$ cat src/sv/vsrbp_pkg.sv
// Shared types, constants and helpers for the vector shape record bit packer.
package vsrbp_pkg;

    localparam int COORD_W        = 16;
    localparam int COLOR_W        = 8;
    localparam int SCALE_W        = 10;
    localparam int FUNC_W         = 2;
    localparam int CFG_IDX_W      = 2;
    localparam int CFG_DATA_W     = 16;
    localparam int SEG_LEN_W      = 4;
    localparam int IDX_W          = 6;
    localparam int NB_W           = 5;
    localparam int WIDE_W         = 29;
    localparam int FIFO_DEPTH_DEF = 4;

    localparam logic [FUNC_W-1:0] FUNC_LINE  = 2'd0;
    localparam logic [FUNC_W-1:0] FUNC_POINT = 2'd1;
    localparam logic [FUNC_W-1:0] FUNC_END   = 2'd2;
    localparam logic [FUNC_W-1:0] FUNC_NONE  = 2'd3;

    localparam logic [CFG_IDX_W-1:0] CFG_SCALE   = 2'd0;
    localparam logic [CFG_IDX_W-1:0] CFG_X_SHIFT = 2'd1;
    localparam logic [CFG_IDX_W-1:0] CFG_Y_SHIFT = 2'd2;
    localparam logic [CFG_IDX_W-1:0] CFG_Y_TOP   = 2'd3;

    localparam logic [SCALE_W-1:0] SCALE_RST = 10'd1;

    typedef enum logic [1:0] {
        SEG_BITS,
        SEG_PAD,
        SEG_END
    } seg_kind_t;

    typedef struct packed {
        seg_kind_t            kind;
        logic [SEG_LEN_W-1:0] len;
        logic [7:0]           data;
    } seg_t;

    typedef struct packed {
        logic [SCALE_W-1:0]        scale;
        logic signed [COORD_W-1:0] x_shift;
        logic signed [COORD_W-1:0] y_shift;
        logic signed [COORD_W-1:0] y_top;
    } cfg_t;

    typedef struct packed {
        logic [FUNC_W-1:0]         func;
        logic signed [COORD_W-1:0] x_start;
        logic signed [COORD_W-1:0] y_start;
        logic signed [COORD_W-1:0] x_end;
        logic signed [COORD_W-1:0] y_end;
        logic [COLOR_W-1:0]        red;
        logic [COLOR_W-1:0]        green;
        logic [COLOR_W-1:0]        blue;
        logic [COLOR_W-1:0]        alpha;
    } item_t;

    function automatic logic signed [COORD_W-1:0] sat16(input logic signed [WIDE_W-1:0] v);
        logic signed [COORD_W-1:0] r;
        if (v > 29'sd32767)
        begin
            r = 16'sh7FFF;
        end
        else if (v < -29'sd32768)
        begin
            r = 16'sh8000;
        end
        else
        begin
            r = v[COORD_W-1:0];
        end
        return r;
    endfunction

    function automatic seg_t mk_seg(input seg_kind_t k, input logic [SEG_LEN_W-1:0] l,
                                    input logic [7:0] d);
        seg_t s;
        s.kind = k;
        s.len  = l;
        s.data = d;
        return s;
    endfunction

endpackage

$ cat src/sv/vsrbp_in_if.sv
// Input channel: one drawing primitive per beat.
interface vsrbp_in_if
    import vsrbp_pkg::*;
();
    logic                      valid;
    logic                      ready;
    logic [FUNC_W-1:0]         func;
    logic signed [COORD_W-1:0] x_start;
    logic signed [COORD_W-1:0] y_start;
    logic signed [COORD_W-1:0] x_end;
    logic signed [COORD_W-1:0] y_end;
    logic [COLOR_W-1:0]        red;
    logic [COLOR_W-1:0]        green;
    logic [COLOR_W-1:0]        blue;
    logic [COLOR_W-1:0]        alpha;

    modport source (output valid, func, x_start, y_start, x_end, y_end,
                    red, green, blue, alpha, input ready);
    modport sink (input valid, func, x_start, y_start, x_end, y_end,
                  red, green, blue, alpha, output ready);
endinterface

$ cat src/sv/vsrbp_out_if.sv
// Output channel: one packed byte per beat.
interface vsrbp_out_if
    import vsrbp_pkg::*;
();
    logic       valid;
    logic       ready;
    logic [7:0] out_byte;
    logic       last;

    modport source (output valid, out_byte, last, input ready);
    modport sink (input valid, out_byte, last, output ready);
endinterface

$ cat src/sv/vsrbp_seg_fifo.sv
// Segment queue between the primitive sequencer and the bit packer.
module vsrbp_seg_fifo
    import vsrbp_pkg::*;
#(
    parameter int DEPTH = FIFO_DEPTH_DEF
) (
    input  logic clk,
    input  logic rst_n,
    input  logic push,
    input  seg_t wr_seg,
    input  logic pop,
    output seg_t head,
    output logic full,
    output logic empty
);
    localparam int PTR_W = (DEPTH > 1) ? $clog2(DEPTH) : 1;
    localparam int CNT_W = $clog2(DEPTH + 1);

    seg_t             mem_reg [DEPTH];
    logic [PTR_W-1:0] wr_ptr_reg;
    logic [PTR_W-1:0] rd_ptr_reg;
    logic [CNT_W-1:0] count_reg;

    assign full  = (count_reg == CNT_W'(DEPTH));
    assign empty = (count_reg == '0);
    assign head  = mem_reg[rd_ptr_reg];

    always_ff @(posedge clk)
    begin
        if (push)
        begin
            mem_reg[wr_ptr_reg] <= wr_seg;
        end
    end

    always_ff @(posedge clk or negedge rst_n)
    begin
        if (!rst_n)
        begin
            wr_ptr_reg <= '0;
            rd_ptr_reg <= '0;
            count_reg  <= '0;
        end
        else
        begin
            if (push)
            begin
                wr_ptr_reg <= (wr_ptr_reg == PTR_W'(DEPTH - 1)) ? '0 : wr_ptr_reg + 1'b1;
            end
            if (pop)
            begin
                rd_ptr_reg <= (rd_ptr_reg == PTR_W'(DEPTH - 1)) ? '0 : rd_ptr_reg + 1'b1;
            end
            if (push && !pop)
            begin
                count_reg <= count_reg + 1'b1;
            end
            else if (pop && !push)
            begin
                count_reg <= count_reg - 1'b1;
            end
        end
    end
endmodule

$ cat src/sv/vsrbp_front.sv
// Front end: input buffer, coordinate mapper and segment sequencer.
module vsrbp_front
    import vsrbp_pkg::*;
(
    input  logic       clk,
    input  logic       rst_n,
    input  cfg_t       cfg,
    vsrbp_in_if.sink   in_ch,
    output logic       push,
    output seg_t       seg,
    input  logic       full
);
    localparam logic [IDX_W-1:0] IDX_MAIN       = 6'd9;
    localparam logic [IDX_W-1:0] IDX_LINE_LAST  = 6'd33;
    localparam logic [IDX_W-1:0] IDX_POINT_LAST = 6'd34;
    localparam logic [2:0]       CCNT_DONE      = 3'd6;

    item_t                     buf_reg;
    item_t                     cur_reg;
    item_t                     in_item;
    logic                      buf_valid_reg;
    logic                      busy_reg;
    logic                      preamble_sent_reg;
    logic [IDX_W-1:0]          idx_reg;
    logic [2:0]                ccnt_reg;
    logic signed [COORD_W-1:0] xs_reg, ys_reg, xe_reg, ye_reg, dx_reg, dy_reg;
    logic [NB_W-1:0]           nb_reg;

    logic                      load;
    logic                      take;
    logic signed [COORD_W-1:0] coord, shift;
    logic                      is_y;
    logic signed [COORD_W:0]   diff;
    logic signed [27:0]        prod;
    logic signed [WIDE_W-1:0]  mapped_wide;
    logic signed [COORD_W-1:0] mapped;
    logic signed [COORD_W-1:0] dx_sat, dy_sat;
    logic [COORD_W:0]          dx_ext, dy_ext, dx_mag, dy_mag, mag_or;
    logic [NB_W-1:0]           bitlen, nb_calc;
    logic [COORD_W:0]          dxv, dyv;
    logic [SEG_LEN_W-1:0]      len_a, len_b, len_c, nbm2;
    logic                      is_end, is_line;
    logic [IDX_W-1:0]          last_idx;

    assign load         = buf_valid_reg && !busy_reg;
    assign in_ch.ready  = !buf_valid_reg || load;
    assign take         = in_ch.valid && in_ch.ready;

    always_comb
    begin
        in_item.func    = in_ch.func;
        in_item.x_start = in_ch.x_start;
        in_item.y_start = in_ch.y_start;
        in_item.x_end   = in_ch.x_end;
        in_item.y_end   = in_ch.y_end;
        in_item.red     = in_ch.red;
        in_item.green   = in_ch.green;
        in_item.blue    = in_ch.blue;
        in_item.alpha   = in_ch.alpha;
    end

    always_comb
    begin
        unique case (ccnt_reg[1:0])
            2'd0:
            begin
                coord = cur_reg.x_start;
                shift = cfg.x_shift;
                is_y  = 1'b0;
            end
            2'd1:
            begin
                coord = cur_reg.y_start;
                shift = cfg.y_shift;
                is_y  = 1'b1;
            end
            2'd2:
            begin
                coord = cur_reg.x_end;
                shift = cfg.x_shift;
                is_y  = 1'b0;
            end
            default:
            begin
                coord = cur_reg.y_end;
                shift = cfg.y_shift;
                is_y  = 1'b1;
            end
        endcase
        diff        = {coord[COORD_W-1], coord} - {shift[COORD_W-1], shift};
        prod        = $signed({1'b0, cfg.scale}) * diff;
        mapped_wide = is_y ? ({{13{cfg.y_top[COORD_W-1]}}, cfg.y_top} - {prod[27], prod})
                           : {prod[27], prod};
        mapped      = sat16(mapped_wide);
        dx_sat      = sat16({{13{xe_reg[COORD_W-1]}}, xe_reg} - {{13{xs_reg[COORD_W-1]}}, xs_reg});
        dy_sat      = sat16({{13{ye_reg[COORD_W-1]}}, ye_reg} - {{13{ys_reg[COORD_W-1]}}, ys_reg});
    end

    always_comb
    begin
        dx_ext = {dx_reg[COORD_W-1], dx_reg};
        dy_ext = {dy_reg[COORD_W-1], dy_reg};
        dx_mag = dx_reg[COORD_W-1] ? (17'd0 - dx_ext) : dx_ext;
        dy_mag = dy_reg[COORD_W-1] ? (17'd0 - dy_ext) : dy_ext;
        mag_or = dx_mag | dy_mag;
        bitlen = '0;
        for (int i = 0; i <= COORD_W; i++)
        begin
            if (mag_or[i])
            begin
                bitlen = NB_W'(i + 1);
            end
        end
        if (bitlen == '0)
        begin
            bitlen = 5'd1;
        end
        nb_calc = bitlen + 5'd1;
    end

    always_comb
    begin
        dxv     = {dx_reg[COORD_W-1], dx_reg};
        dyv     = {dy_reg[COORD_W-1], dy_reg};
        len_a   = (nb_reg == 5'd17) ? 4'd1 : 4'd0;
        len_b   = (nb_reg > 5'd16) ? 4'd8 : ((nb_reg > 5'd8) ? 4'(nb_reg - 5'd8) : 4'd0);
        len_c   = (nb_reg >= 5'd8) ? 4'd8 : 4'(nb_reg);
        nbm2    = 4'(nb_reg - 5'd2);
        is_end  = (cur_reg.func == FUNC_END);
        is_line = (cur_reg.func == FUNC_LINE);
        if (is_end)
        begin
            last_idx = IDX_MAIN;
        end
        else if (is_line)
        begin
            last_idx = IDX_LINE_LAST;
        end
        else
        begin
            last_idx = IDX_POINT_LAST;
        end

        unique case (idx_reg)
            6'd0:  seg = mk_seg(SEG_BITS, 4'd8, 8'h00);
            6'd1:  seg = mk_seg(SEG_BITS, 4'd8, 8'h01);
            6'd2:  seg = mk_seg(SEG_BITS, 4'd8, 8'h14);
            6'd3:  seg = mk_seg(SEG_BITS, 4'd8, 8'h00);
            6'd4:  seg = mk_seg(SEG_BITS, 4'd8, 8'h00);
            6'd5:  seg = mk_seg(SEG_BITS, 4'd8, 8'h00);
            6'd6:  seg = mk_seg(SEG_BITS, 4'd8, 8'h00);
            6'd7:  seg = mk_seg(SEG_BITS, 4'd8, 8'hFF);
            6'd8:  seg = mk_seg(SEG_BITS, 4'd8, 8'h01);
            6'd9:  seg = is_end ? mk_seg(SEG_END, 4'd6, 8'h00)
                                : mk_seg(SEG_BITS, 4'd6, 8'h10);
            6'd10: seg = mk_seg(SEG_PAD, 4'd0, 8'h00);
            6'd11: seg = mk_seg(SEG_BITS, 4'd8, 8'h00);
            6'd12: seg = mk_seg(SEG_BITS, 4'd8, 8'h01);
            6'd13: seg = mk_seg(SEG_BITS, 4'd8, 8'h14);
            6'd14: seg = mk_seg(SEG_BITS, 4'd8, 8'h00);
            6'd15: seg = mk_seg(SEG_BITS, 4'd8, cur_reg.red);
            6'd16: seg = mk_seg(SEG_BITS, 4'd8, cur_reg.green);
            6'd17: seg = mk_seg(SEG_BITS, 4'd8, cur_reg.blue);
            6'd18: seg = mk_seg(SEG_BITS, 4'd8, cur_reg.alpha);
            6'd19: seg = mk_seg(SEG_BITS, 4'd8, 8'h01);
            6'd20: seg = mk_seg(SEG_BITS, 4'd6, 8'h09);
            6'd21: seg = mk_seg(SEG_BITS, 4'd5, 8'h0E);
            6'd22: seg = mk_seg(SEG_BITS, 4'd8, xs_reg[13:6]);
            6'd23: seg = mk_seg(SEG_BITS, 4'd6, {2'b00, xs_reg[5:0]});
            6'd24: seg = mk_seg(SEG_BITS, 4'd8, ys_reg[13:6]);
            6'd25: seg = mk_seg(SEG_BITS, 4'd6, {2'b00, ys_reg[5:0]});
            6'd26: seg = mk_seg(SEG_BITS, 4'd1, 8'h01);
            6'd27: seg = is_line ? mk_seg(SEG_BITS, 4'd7, {1'b0, 2'b11, nbm2, 1'b1})
                                 : mk_seg(SEG_BITS, 4'd8, 8'hD1);
            6'd28: seg = is_line ? mk_seg(SEG_BITS, len_a, {7'd0, dxv[16]})
                                 : mk_seg(SEG_BITS, 4'd6, 8'h14);
            6'd29: seg = is_line ? mk_seg(SEG_BITS, len_b, dxv[15:8])
                                 : mk_seg(SEG_BITS, 4'd8, 8'hD0);
            6'd30: seg = is_line ? mk_seg(SEG_BITS, len_c, dxv[7:0])
                                 : mk_seg(SEG_BITS, 4'd6, 8'h14);
            6'd31: seg = is_line ? mk_seg(SEG_BITS, len_a, {7'd0, dyv[16]})
                                 : mk_seg(SEG_BITS, 4'd8, 8'hD1);
            6'd32: seg = is_line ? mk_seg(SEG_BITS, len_b, dyv[15:8])
                                 : mk_seg(SEG_BITS, 4'd6, 8'h2C);
            6'd33: seg = is_line ? mk_seg(SEG_BITS, len_c, dyv[7:0])
                                 : mk_seg(SEG_BITS, 4'd8, 8'hD0);
            6'd34: seg = mk_seg(SEG_BITS, 4'd6, 8'h2C);
            default: seg = mk_seg(SEG_BITS, 4'd0, 8'h00);
        endcase
    end

    assign push = busy_reg && !full;

    always_ff @(posedge clk)
    begin
        if (take)
        begin
            buf_reg <= in_item;
        end
        if (load)
        begin
            cur_reg <= buf_reg;
        end
        unique case (ccnt_reg)
            3'd0:    xs_reg <= mapped;
            3'd1:    ys_reg <= mapped;
            3'd2:    xe_reg <= mapped;
            3'd3:    ye_reg <= mapped;
            3'd4:
            begin
                dx_reg <= dx_sat;
                dy_reg <= dy_sat;
            end
            3'd5:    nb_reg <= nb_calc;
            default: ;
        endcase
    end

    always_ff @(posedge clk or negedge rst_n)
    begin
        if (!rst_n)
        begin
            buf_valid_reg     <= 1'b0;
            busy_reg          <= 1'b0;
            preamble_sent_reg <= 1'b0;
            idx_reg           <= '0;
            ccnt_reg          <= CCNT_DONE;
        end
        else
        begin
            if (take)
            begin
                buf_valid_reg <= 1'b1;
            end
            else if (load)
            begin
                buf_valid_reg <= 1'b0;
            end

            if (load)
            begin
                // drop the unused function code
                busy_reg <= (buf_reg.func != FUNC_NONE);
                idx_reg  <= preamble_sent_reg ? IDX_MAIN : '0;
                ccnt_reg <= '0;
            end
            else
            begin
                if (ccnt_reg != CCNT_DONE)
                begin
                    ccnt_reg <= ccnt_reg + 3'd1;
                end
                if (push)
                begin
                    if (idx_reg == last_idx)
                    begin
                        busy_reg          <= 1'b0;
                        preamble_sent_reg <= !is_end;
                    end
                    else
                    begin
                        idx_reg <= idx_reg + 6'd1;
                    end
                end
            end
        end
    end
endmodule

$ cat src/sv/vsrbp_back.sv
// Back end: MSB-first bit packer with a registered byte output.
module vsrbp_back
    import vsrbp_pkg::*;
(
    input  logic        clk,
    input  logic        rst_n,
    input  seg_t        head,
    input  logic        empty,
    output logic        pop,
    vsrbp_out_if.source out_ch
);
    logic                 out_valid_reg;
    logic [7:0]           out_byte_reg;
    logic                 out_last_reg;
    logic [6:0]           pend_reg;
    logic [2:0]           pcnt_reg;
    logic                 tail_reg;

    logic                 can;
    logic [SEG_LEN_W-1:0] len;
    logic [15:0]          mask16;
    logic [7:0]           dmask;
    logic [15:0]          cat;
    logic [4:0]           tot;
    logic                 byte_done;
    logic [15:0]          shifted;
    logic [2:0]           rem;
    logic [15:0]          rem_mask;
    logic [6:0]           new_pend;
    logic [2:0]           new_pcnt;
    logic [15:0]          tail_wide;

    assign can = !out_valid_reg || out_ch.ready;
    assign pop = can && !tail_reg && !empty;

    assign out_ch.valid    = out_valid_reg;
    assign out_ch.out_byte = out_byte_reg;
    assign out_ch.last     = out_last_reg;

    always_comb
    begin
        unique case (head.kind)
            SEG_BITS: len = head.len;
            SEG_PAD:  len = {1'b0, 3'd0 - pcnt_reg};
            SEG_END:  len = 4'd6;
            default:  len = head.len;
        endcase
        mask16    = (16'd1 << len) - 16'd1;
        dmask     = head.data & mask16[7:0];
        cat       = ({9'd0, pend_reg} << len) | {8'd0, dmask};
        tot       = {2'b00, pcnt_reg} + {1'b0, len};
        byte_done = (tot >= 5'd8);
        rem       = tot[2:0];
        shifted   = cat >> rem;
        rem_mask  = (16'd1 << rem) - 16'd1;
        if (byte_done)
        begin
            new_pend = cat[6:0] & rem_mask[6:0];
            new_pcnt = rem;
        end
        else
        begin
            new_pend = cat[6:0];
            new_pcnt = tot[2:0];
        end
        tail_wide = {9'd0, pend_reg} << (5'd8 - {2'b00, pcnt_reg});
    end

    always_ff @(posedge clk or negedge rst_n)
    begin
        if (!rst_n)
        begin
            out_valid_reg <= 1'b0;
            out_byte_reg  <= '0;
            out_last_reg  <= 1'b0;
            pend_reg      <= '0;
            pcnt_reg      <= '0;
            tail_reg      <= 1'b0;
        end
        else if (can)
        begin
            if (tail_reg)
            begin
                // flush the padded final byte of the shape
                out_valid_reg <= 1'b1;
                out_byte_reg  <= tail_wide[7:0];
                out_last_reg  <= 1'b1;
                pend_reg      <= '0;
                pcnt_reg      <= '0;
                tail_reg      <= 1'b0;
            end
            else if (!empty)
            begin
                out_valid_reg <= byte_done;
                out_byte_reg  <= shifted[7:0];
                out_last_reg  <= (head.kind == SEG_END) && (tot == 5'd8);
                pend_reg      <= new_pend;
                pcnt_reg      <= new_pcnt;
                tail_reg      <= (head.kind == SEG_END) && (tot != 5'd8);
            end
            else
            begin
                out_valid_reg <= 1'b0;
            end
        end
    end
endmodule

$ cat src/sv/vector_shape_record_bit_packer_top.sv
// Throughput: the sequencer issues one bit segment per cycle while the segment queue is
// not full, and the packer emits at most one byte per cycle; the style header is sent
// only for the first primitive of a shape.
// Reset: rst_n clears all control state, the bit accumulator and the configuration
// registers to their defaults; the block accepts input in the first cycle after reset.
module vector_shape_record_bit_packer_top
    import vsrbp_pkg::*;
#(
    parameter int FIFO_DEPTH = FIFO_DEPTH_DEF
) (
    input  logic                  clk,
    input  logic                  rst_n,
    input  logic                  cfg_we,
    input  logic [CFG_IDX_W-1:0]  cfg_index,
    input  logic [CFG_DATA_W-1:0] cfg_data,
    vsrbp_in_if.sink              in_ch,
    vsrbp_out_if.source           out_ch
);
    cfg_t cfg_reg;
    seg_t wr_seg;
    seg_t head;
    logic push;
    logic pop;
    logic full;
    logic empty;

    always_ff @(posedge clk or negedge rst_n)
    begin
        if (!rst_n)
        begin
            cfg_reg.scale   <= SCALE_RST;
            cfg_reg.x_shift <= '0;
            cfg_reg.y_shift <= '0;
            cfg_reg.y_top   <= '0;
        end
        else if (cfg_we)
        begin
            unique case (cfg_index)
                CFG_SCALE:   cfg_reg.scale   <= cfg_data[SCALE_W-1:0];
                CFG_X_SHIFT: cfg_reg.x_shift <= cfg_data;
                CFG_Y_SHIFT: cfg_reg.y_shift <= cfg_data;
                CFG_Y_TOP:   cfg_reg.y_top   <= cfg_data;
                default:     ;
            endcase
        end
    end

    vsrbp_front u_front (
        .clk   (clk),
        .rst_n (rst_n),
        .cfg   (cfg_reg),
        .in_ch (in_ch),
        .push  (push),
        .seg   (wr_seg),
        .full  (full)
    );

    vsrbp_seg_fifo #(
        .DEPTH (FIFO_DEPTH)
    ) u_fifo (
        .clk    (clk),
        .rst_n  (rst_n),
        .push   (push),
        .wr_seg (wr_seg),
        .pop    (pop),
        .head   (head),
        .full   (full),
        .empty  (empty)
    );

    vsrbp_back u_back (
        .clk    (clk),
        .rst_n  (rst_n),
        .head   (head),
        .empty  (empty),
        .pop    (pop),
        .out_ch (out_ch)
    );

`ifndef SYNTHESIS
    a_no_push_when_full: assert property (@(posedge clk) disable iff (!rst_n)
        push |-> !full)
        else $error("segment pushed into full queue");

    a_no_pop_when_empty: assert property (@(posedge clk) disable iff (!rst_n)
        pop |-> !empty)
        else $error("segment popped from empty queue");

    a_full_needs_push: assert property (@(posedge clk) disable iff (!rst_n)
        $rose(full) |-> $past(push))
        else $error("queue became full without a push");
`endif
endmodule

$ cat src/flat_wrapper.sv
// flat-port wrapper written by rule: the top's interface ports become plain ports
module vector_shape_record_bit_packer_top_flat import vsrbp_pkg::*;
#(
    parameter int FIFO_DEPTH = FIFO_DEPTH_DEF
)
  (clk, rst_n, cfg_we, cfg_index, cfg_data, in_ch_valid, in_ch_func, in_ch_x_start, in_ch_y_start, in_ch_x_end, in_ch_y_end, in_ch_red, in_ch_green, in_ch_blue, in_ch_alpha, in_ch_ready, out_ch_valid, out_ch_out_byte, out_ch_last, out_ch_ready);
  vsrbp_in_if in_ch_i ();
  vsrbp_out_if out_ch_i ();
  input  logic clk;
  input  logic rst_n;
  input  logic cfg_we;
  input  logic [CFG_IDX_W-1:0] cfg_index;
  input  logic [CFG_DATA_W-1:0] cfg_data;
  input wire logic [$bits(in_ch_i.valid)-1:0] in_ch_valid;
  input wire logic [$bits(in_ch_i.func)-1:0] in_ch_func;
  input wire logic [$bits(in_ch_i.x_start)-1:0] in_ch_x_start;
  input wire logic [$bits(in_ch_i.y_start)-1:0] in_ch_y_start;
  input wire logic [$bits(in_ch_i.x_end)-1:0] in_ch_x_end;
  input wire logic [$bits(in_ch_i.y_end)-1:0] in_ch_y_end;
  input wire logic [$bits(in_ch_i.red)-1:0] in_ch_red;
  input wire logic [$bits(in_ch_i.green)-1:0] in_ch_green;
  input wire logic [$bits(in_ch_i.blue)-1:0] in_ch_blue;
  input wire logic [$bits(in_ch_i.alpha)-1:0] in_ch_alpha;
  output wire logic [$bits(in_ch_i.ready)-1:0] in_ch_ready;
  output wire logic [$bits(out_ch_i.valid)-1:0] out_ch_valid;
  output wire logic [$bits(out_ch_i.out_byte)-1:0] out_ch_out_byte;
  output wire logic [$bits(out_ch_i.last)-1:0] out_ch_last;
  input wire logic [$bits(out_ch_i.ready)-1:0] out_ch_ready;
  assign in_ch_i.valid = in_ch_valid;
  assign in_ch_i.func = in_ch_func;
  assign in_ch_i.x_start = in_ch_x_start;
  assign in_ch_i.y_start = in_ch_y_start;
  assign in_ch_i.x_end = in_ch_x_end;
  assign in_ch_i.y_end = in_ch_y_end;
  assign in_ch_i.red = in_ch_red;
  assign in_ch_i.green = in_ch_green;
  assign in_ch_i.blue = in_ch_blue;
  assign in_ch_i.alpha = in_ch_alpha;
  assign in_ch_ready = in_ch_i.ready;
  assign out_ch_valid = out_ch_i.valid;
  assign out_ch_out_byte = out_ch_i.out_byte;
  assign out_ch_last = out_ch_i.last;
  assign out_ch_i.ready = out_ch_ready;
  vector_shape_record_bit_packer_top #(.FIFO_DEPTH(FIFO_DEPTH)) u_core (.clk(clk), .rst_n(rst_n), .cfg_we(cfg_we), .cfg_index(cfg_index), .cfg_data(cfg_data), .in_ch(in_ch_i), .out_ch(out_ch_i));
endmodule
$ cat config.mk
export PLATFORM = sky130hd
export DESIGN_NAME = vector_shape_record_bit_packer_top_flat
export DESIGN_NICKNAME = d
export VERILOG_FILES = /design/src/sv/vsrbp_pkg.sv /design/src/sv/vsrbp_in_if.sv /design/src/sv/vsrbp_out_if.sv /design/src/sv/vsrbp_seg_fifo.sv /design/src/sv/vsrbp_front.sv /design/src/sv/vsrbp_back.sv /design/src/sv/vector_shape_record_bit_packer_top.sv /design/src/flat_wrapper.sv
export SDC_FILE = /design/constraint.sdc
export NUM_CORES = 1
export LEC_CHECK = 0
export BUFFER_PORTS_ARGS = -buffer_cell sky130_fd_sc_hd__buf_2
export CAP_MARGIN = 10
export CELL_PAD_IN_SITES_DETAIL_PLACEMENT = 1
export CELL_PAD_IN_SITES_GLOBAL_PLACEMENT = 2
export CORE_UTILIZATION = 46
export DETAILED_ROUTE_END_ITERATION = 8
export GPL_TIMING_DRIVEN = 0
export PLACE_DENSITY = 0.87
export SYNTH_ARGS = -nofsm -noshare
export SYNTH_HDL_FRONTEND = slang
export SYNTH_HIERARCHICAL = 1
export SYNTH_SLANG_ARGS = --single-unit
$ cat constraint.sdc
create_clock -name clk -period 29.6 [get_ports clk]
set_clock_uncertainty 0.1 [all_clocks]
set_input_delay 0 -clock clk [delete_from_list [all_inputs] [get_ports clk]]
set_output_delay 0 -clock clk [all_outputs]
set_load 0.03 [all_outputs]
==> results.toml, run 1 <==
[clock_tree]
cts_sinks = 451
ctsResizeCount = 0
h-tree-depth = 2
cts_buffer_depth = 3
cts_tree = "built"
clockRootBuffer = "clkbuf_16"
path_clk_slew_ns = 0.07
insertion_delay_ns = 0.62
cts_made_buffers = 49

[critical_path]
critPathMaxStageDelay_ns = 0.73
worstPathArrival_ns = 15.37
reg2reg_from = "u_core/u_front/ccnt_reg[1]"
regToRegSetupSlack_ns = 14.41
crit_family = "compound AO/OA/AOI/OAI gates"
crit_path_end = "u_core/u_front/ys_reg[14]"
critPathKind = "reg2reg"
cp.required_ns = 29.78
path_buf_inv = 9
reg2reg_depth = 47
cp_num_cells = 47
cp_slowest_cell = "buf_1"
r2r-end = "u_core/u_front/ys_reg[14]"
cp-end-kind = "flop"
critPathMaxFanout = 10
critPathLaunchType = "flop"
cp-startpoint = "u_core/u_front/ccnt_reg[1]"

[drt]
remaining_drc_errors = 0
avgRoutedWirePerCell_um = 25.2
first_pass_iters = 8
drt-initial-drc-count = 1931
ant_nets = 0
dr_total_vias = 24213
wl_um = 103000
viasPerCell = 5.93

[logic_synthesis]
synth.top_cell.area_share_pct = 34.3
synth_fp_nets = 3261
muxShareOfSynthArea_pct = 4.99
ys_ff_latch = 451
netlist_instances = 2826
yosys.area.top_type = "edfxtp_1"
synthAdderAreaFrac_pct = 16.5
yosys.area_share.simple_pct = 12.3
synth_top_family_by_area = "adder cells"
synth_compound_area_share_pct = 15.2
ys_seq_area_share_pct = 42.3
yosys.area_share.xor_xnor_pct = 3.48
synth_edf_count = 353
ys_warn_count = 6
synth_area_um2 = 30900
synth_area_per_cell_um2 = 10.9
synth_area_leaders = "edfxtp_1, fa_1, dfrtp_1"
synth.distinct_cells = 123
postSynth.asyncResetShare_pct = 21.7
synth_ff_type = "edfxtp_1"

[global_route]
first_global_vias = 26456
grt_overflow = 0
grt_usage_pct = 30.3
grt_pass1_wl_um = 158000
grt_start_max_net_pins = 106
antenna_found_initial = 0

[sta]
final_hold_viol_count = 0
relSlewSlack_pct = 19.6
tns_ns = 0
worstMarginPinSlew_ns = 1.20
timing.fmax_mhz = 65.8
slew_violations = 0
finalSetupViolations = 0
period_share_pct = 51.3
finalCriticalPeriod_ns = 15.19
rsz0062_at_grt = "no"

[floorplanning]
dieArea_um2 = 68200
coreArea_um2 = 66100
die_h_um = 261
num_rows = 94
chipWidth_um = 261
start_util_pct = 46.7
io_pins = 132

[placement]
place.port_buffers = 131
dp_cells = 3828
dp_hpwl_um = 71000
gp_congestion = 0.970

[final_layout]
multi_input_area_um2 = 16300
antenna_cells = 0
final_common_cell = "edfxtp_1"
area_growth_pct = 16.4
utilization_pct = 54.4
fin_nets = 3611
seqCellArea_um2 = 13100
fin_cells = 4081
drive_above_1_share_pct = 12.2
fill_cells = 7109
final_cell_mix = "edfxtp_1, inv_1, nand2_1"

[run]
drv_cap = 0

[status]
outcome = "finished clean"

[worst_hold_path]
hold_path.class = "in2reg"
## synth_stat cells, types with 24 or more instances
library cell,number
and2_1,85
fa_1,157
a21oi_1,155
clkbuf_1,87
nor2b_1,41
mux2_2,38
nor3_1,44
dfrtp_1,95
o21ai_0,140
nand3_1,43
xnor2_1,64
a22oi_1,25
edfxtp_1,353
mux2_4,32
inv_1,277
nand2_1,233
xor2_1,57
a21o_1,43
o211ai_1,30
nor2_1,152
ha_1,157
mux2i_1,26
and3_1,24
## per-layer routing
layer / GRT usage [%] / wire, µm / vias to the layer above
met5: 0 / 0 / -
met4: 13.4 / 4950 / 0
met3: 3.41 / 4840 / 221
met2: 55.5 / 53200 / 805
met1: 35.7 / 39700 / 12267
li1: - / - / 10920
## cell families after synthesis
group	after synthesis
mux	112
simple gates	754
xor+xnor	122
buf+inv	397
compound gates	676
flops	451
fa+ha+maj	314
## worst reg2reg max path: cells and delay by family (launching register included)
family,cells,cell delay [ns]
AOI/OAI and AO/OA,19,5.50
DFF,1,0.57
xor gates and xnor gates,1,0.18
adders and majority gates,10,4.08
buffers and inverters,9,2.72
and+or+nand+nor,8,1.72
## worst min-delay path by stage
stage / start / endpoint / slack [ns] / cells after the start
2_1_floorplan: rst_n / u_core/cfg_reg[0] / -0.40 / 0
5_1_grt: in_ch_x_start[12] / u_core/u_front/buf_reg[92] / 0.003 / 2
4_1_cts: in_ch_red[2] / u_core/u_front/buf_reg[26] / 0.0005 / 2
6_report: in_ch_x_start[12] / u_core/u_front/buf_reg[92] / 0.009 / 2
3_5_place_dp: rst_n / u_core/u_front/buf_valid_reg / -0.08 / 1
3_3_place_gp: in_ch_green[1] / u_core/u_front/buf_reg[17] / 0.08 / 1
## per-stage QoR
stage	instance area, µm²	hold slack [ns]	setup slack (ns)
6_report	35900	0.00870	14.41
5_1_grt	35900	0.00258	13.83
4_1_cts	35900	0.000535	14.76
3_5_place_dp	32800	-0.0785	14.83
3_3_place_gp	32600	0.0766	15.06
2_1_floorplan	30900	-0.396	17.69
## layout make-up
| class | count | share of cell area, % |
|---|---|---|
| Multi-Input combinational cell | 1978 | 45.2 |
| Tap cell | 864 | 3.01 |
| Timing Repair Buffer | 299 | 6.65 |
| Clock buffer | 63 | 3.64 |
| Clock inverter | 29 | 0.672 |
| Sequential cell | 451 | 36.3 |
| Inverter | 281 | 2.95 |
| Buffer | 116 | 1.55 |
## what timing repair did
item / in CTS / in global routing
hold buffers: 161 / 0
hold endpoints to repair: 276 / 0
setup buffers: 0 / 0
endpoints found under the setup margin: 0 / 0
Power of run 1 is not shown: default switching activity piles up to over one toggle a cycle in this logic, so the estimate is an artifact.
==> run 2: changes to the inputs <==
- CORE_UTILIZATION: 46 -> 39
- PLACE_DENSITY: 0.87 -> 0.78
- clock period: 29.6 -> 12.6 ns (I/O delays scaled with it)
==> run 2 against run 1 <==
  * Maximum frequency increased by 24%
  * Register-to-register slack got worse by 14 ns
  * Utilization decreased by 6.5 points
  * Non-clock buffer count rose by 49
  * Hold slack worse by 0.0011 ns
  * Global-route usage decreased by 5.9 points
  * Sequential cell count is the same
  * Sequential share of layout area fell by 1.3 points
  * Critical path type unchanged
  * Largest cell class unchanged
  * Highest routed layer is now met5
==> results.toml, run 2 (synthesis results as in run 1) <==
[status]
outcome = "finished clean"

[floorplanning]
num_rows = 102
die_h_um = 283
start_util_pct = 39.7
chipWidth_um = 283
dieArea_um2 = 80300
io_pins = 132
coreArea_um2 = 77800

[clock_tree]
path_clk_slew_ns = 0.07
insertion_delay_ns = 0.61
cts_made_buffers = 52
cts_sinks = 451
cts_buffer_depth = 3
clockRootBuffer = "clkbuf_16"
h-tree-depth = 2
cts_tree = "built"

[critical_path]
cp_slowest_cell = "or4_1"
cpMostUsedCell = "fa_1"
critPathKind = "reg2reg"
reg2reg_from = "u_core/u_front/ccnt_reg[1]"
r2r-end = "u_core/u_front/ys_reg[13]"
cp-end-kind = "flop"
critPathLaunchType = "flop"
critPathMaxStageDelay_ns = 0.57
regToRegSetupSlack_ns = 0.40
reg2reg_depth = 47
cp-startpoint = "u_core/u_front/ccnt_reg[1]"
cp.required_ns = 12.83
critPathMaxFanout = 10
worstPathArrival_ns = 12.43

[drt]
dr_total_vias = 24020
first_pass_iters = 6
avgRoutedWirePerCell_um = 23.0
drt-initial-drc-count = 1569
ant_nets = 0
remaining_drc_errors = 0
wl_um = 99300
viasPerCell = 5.57

[placement]
place.port_buffers = 131
dp_hpwl_um = 71700
dp_cells = 4004
gp_congestion = 0.928

[global_route]
antenna_found_initial = 3
grt_overflow = 0
first_global_vias = 26338
grt_pass1_wl_um = 154000
grt_start_max_net_pins = 103
grt_usage_pct = 24.4

[final_layout]
fin_nets = 3663
final_common_cell = "edfxtp_1"
drive_above_1_share_pct = 14.3
final_cell_mix = "edfxtp_1, inv_1, nand2_1"
fin_cells = 4311
area_growth_pct = 20.6
utilization_pct = 47.8

[sta]
relSlewSlack_pct = 33.5
final_hold_viol_count = 0
finalCriticalPeriod_ns = 12.20
timing.fmax_mhz = 81.9
period_share_pct = 96.9
finalSetupViolations = 0
slew_violations = 0
worstMarginPinSlew_ns = 0.992

[worst_hold_path]
whs_endpoint = "u_core/u_front/buf_reg[22]"
worstHoldStart = "in_ch_green[6]"
hold_depth = 2
hold_path.class = "in2reg"

[run]
drv_cap = 0
==> run 2: cell types whose count changed in the layout (fill, tap and decap cells not counted), sizes merged <==
cell,previous run,this run
buf,167,180
bufinv,2,3
clkbuf,150,139
clkdlybuf4s50,1,0
clkinv,22,25
clkinvlp,1,5
diode,0,2
dlygate4sd3,160,203
==> run 2: routing by layer <==
metal	GRT usage (%)	up-vias	share of wire (%)
met5	0	-	0.012
met4	8.58	2	3.4
met3	2.59	165	3.4
met2	44.8	519	52
met1	29.5	12291	41
li1	-	11043	-
==> run 2: how the worst max path moves through the flow <==
stage | end | slack (ns)
after floorplan | u_core/u_front/xe_reg[3] | 0.69
after global placement | u_core/u_front/ye_reg[14] | -2.05
after detailed placement | u_core/u_front/ys_reg[14] | -2.34
after CTS | u_core/u_front/ys_reg[14] | 0.01
after global routing | u_core/u_front/ys_reg[13] | -0.15
final | u_core/u_front/ys_reg[13] | 0.40
==> run 2: layout make-up <==
cell class	count	area, µm²
clock buffer	58	1330
buffer	112	576
antenna	2	5.00
multi-input combinational	1978	16600
clock inverter	37	338
fill	8400	40600
tap	1040	1300
timing repair buffer	352	2940
sequential	451	13100
inverter	281	1060
==> run 2: repair_timing <==
| action | CTS | global route |
|---|---|---|
| endpoints found under the setup margin | 64 | 64 |
| buffers inserted | 4 | 6 |
| hold endpoints to repair | 278 | 0 |
| hold buffers | 204 | 0 |
| resized for setup | 64 | 38 |
| pin swaps | 7 | 7 |
==> run 2: worst max-delay path, delay by kind of cell (launching register included) <==
family / cells / cell delay, ns
buf+inv: 8 / 1.07
compound gates: 15 / 3.84
flops: 1 / 0.56
fa+ha+maj: 9 / 3.65
simple gates: 12 / 2.19
mux: 1 / 0.27
xor+xnor: 2 / 0.21
==> run 2: per-stage QoR <==
stage	setup TNS (ns)	area, µm²	setup WS, ns	hold WS, ns
after floorplan	0	30900	0.691	-0.396
after global placement	-106.55	32800	-2.05	0.0771
after detailed placement	-124.02	33000	-2.34	-0.0643
after CTS	0	37000	0.0140	0.000444
after global routing	-6.75	37200	-0.147	0.00512
final	0	37200	0.396	0.00759
Power of run 2 is left out for the same reason.
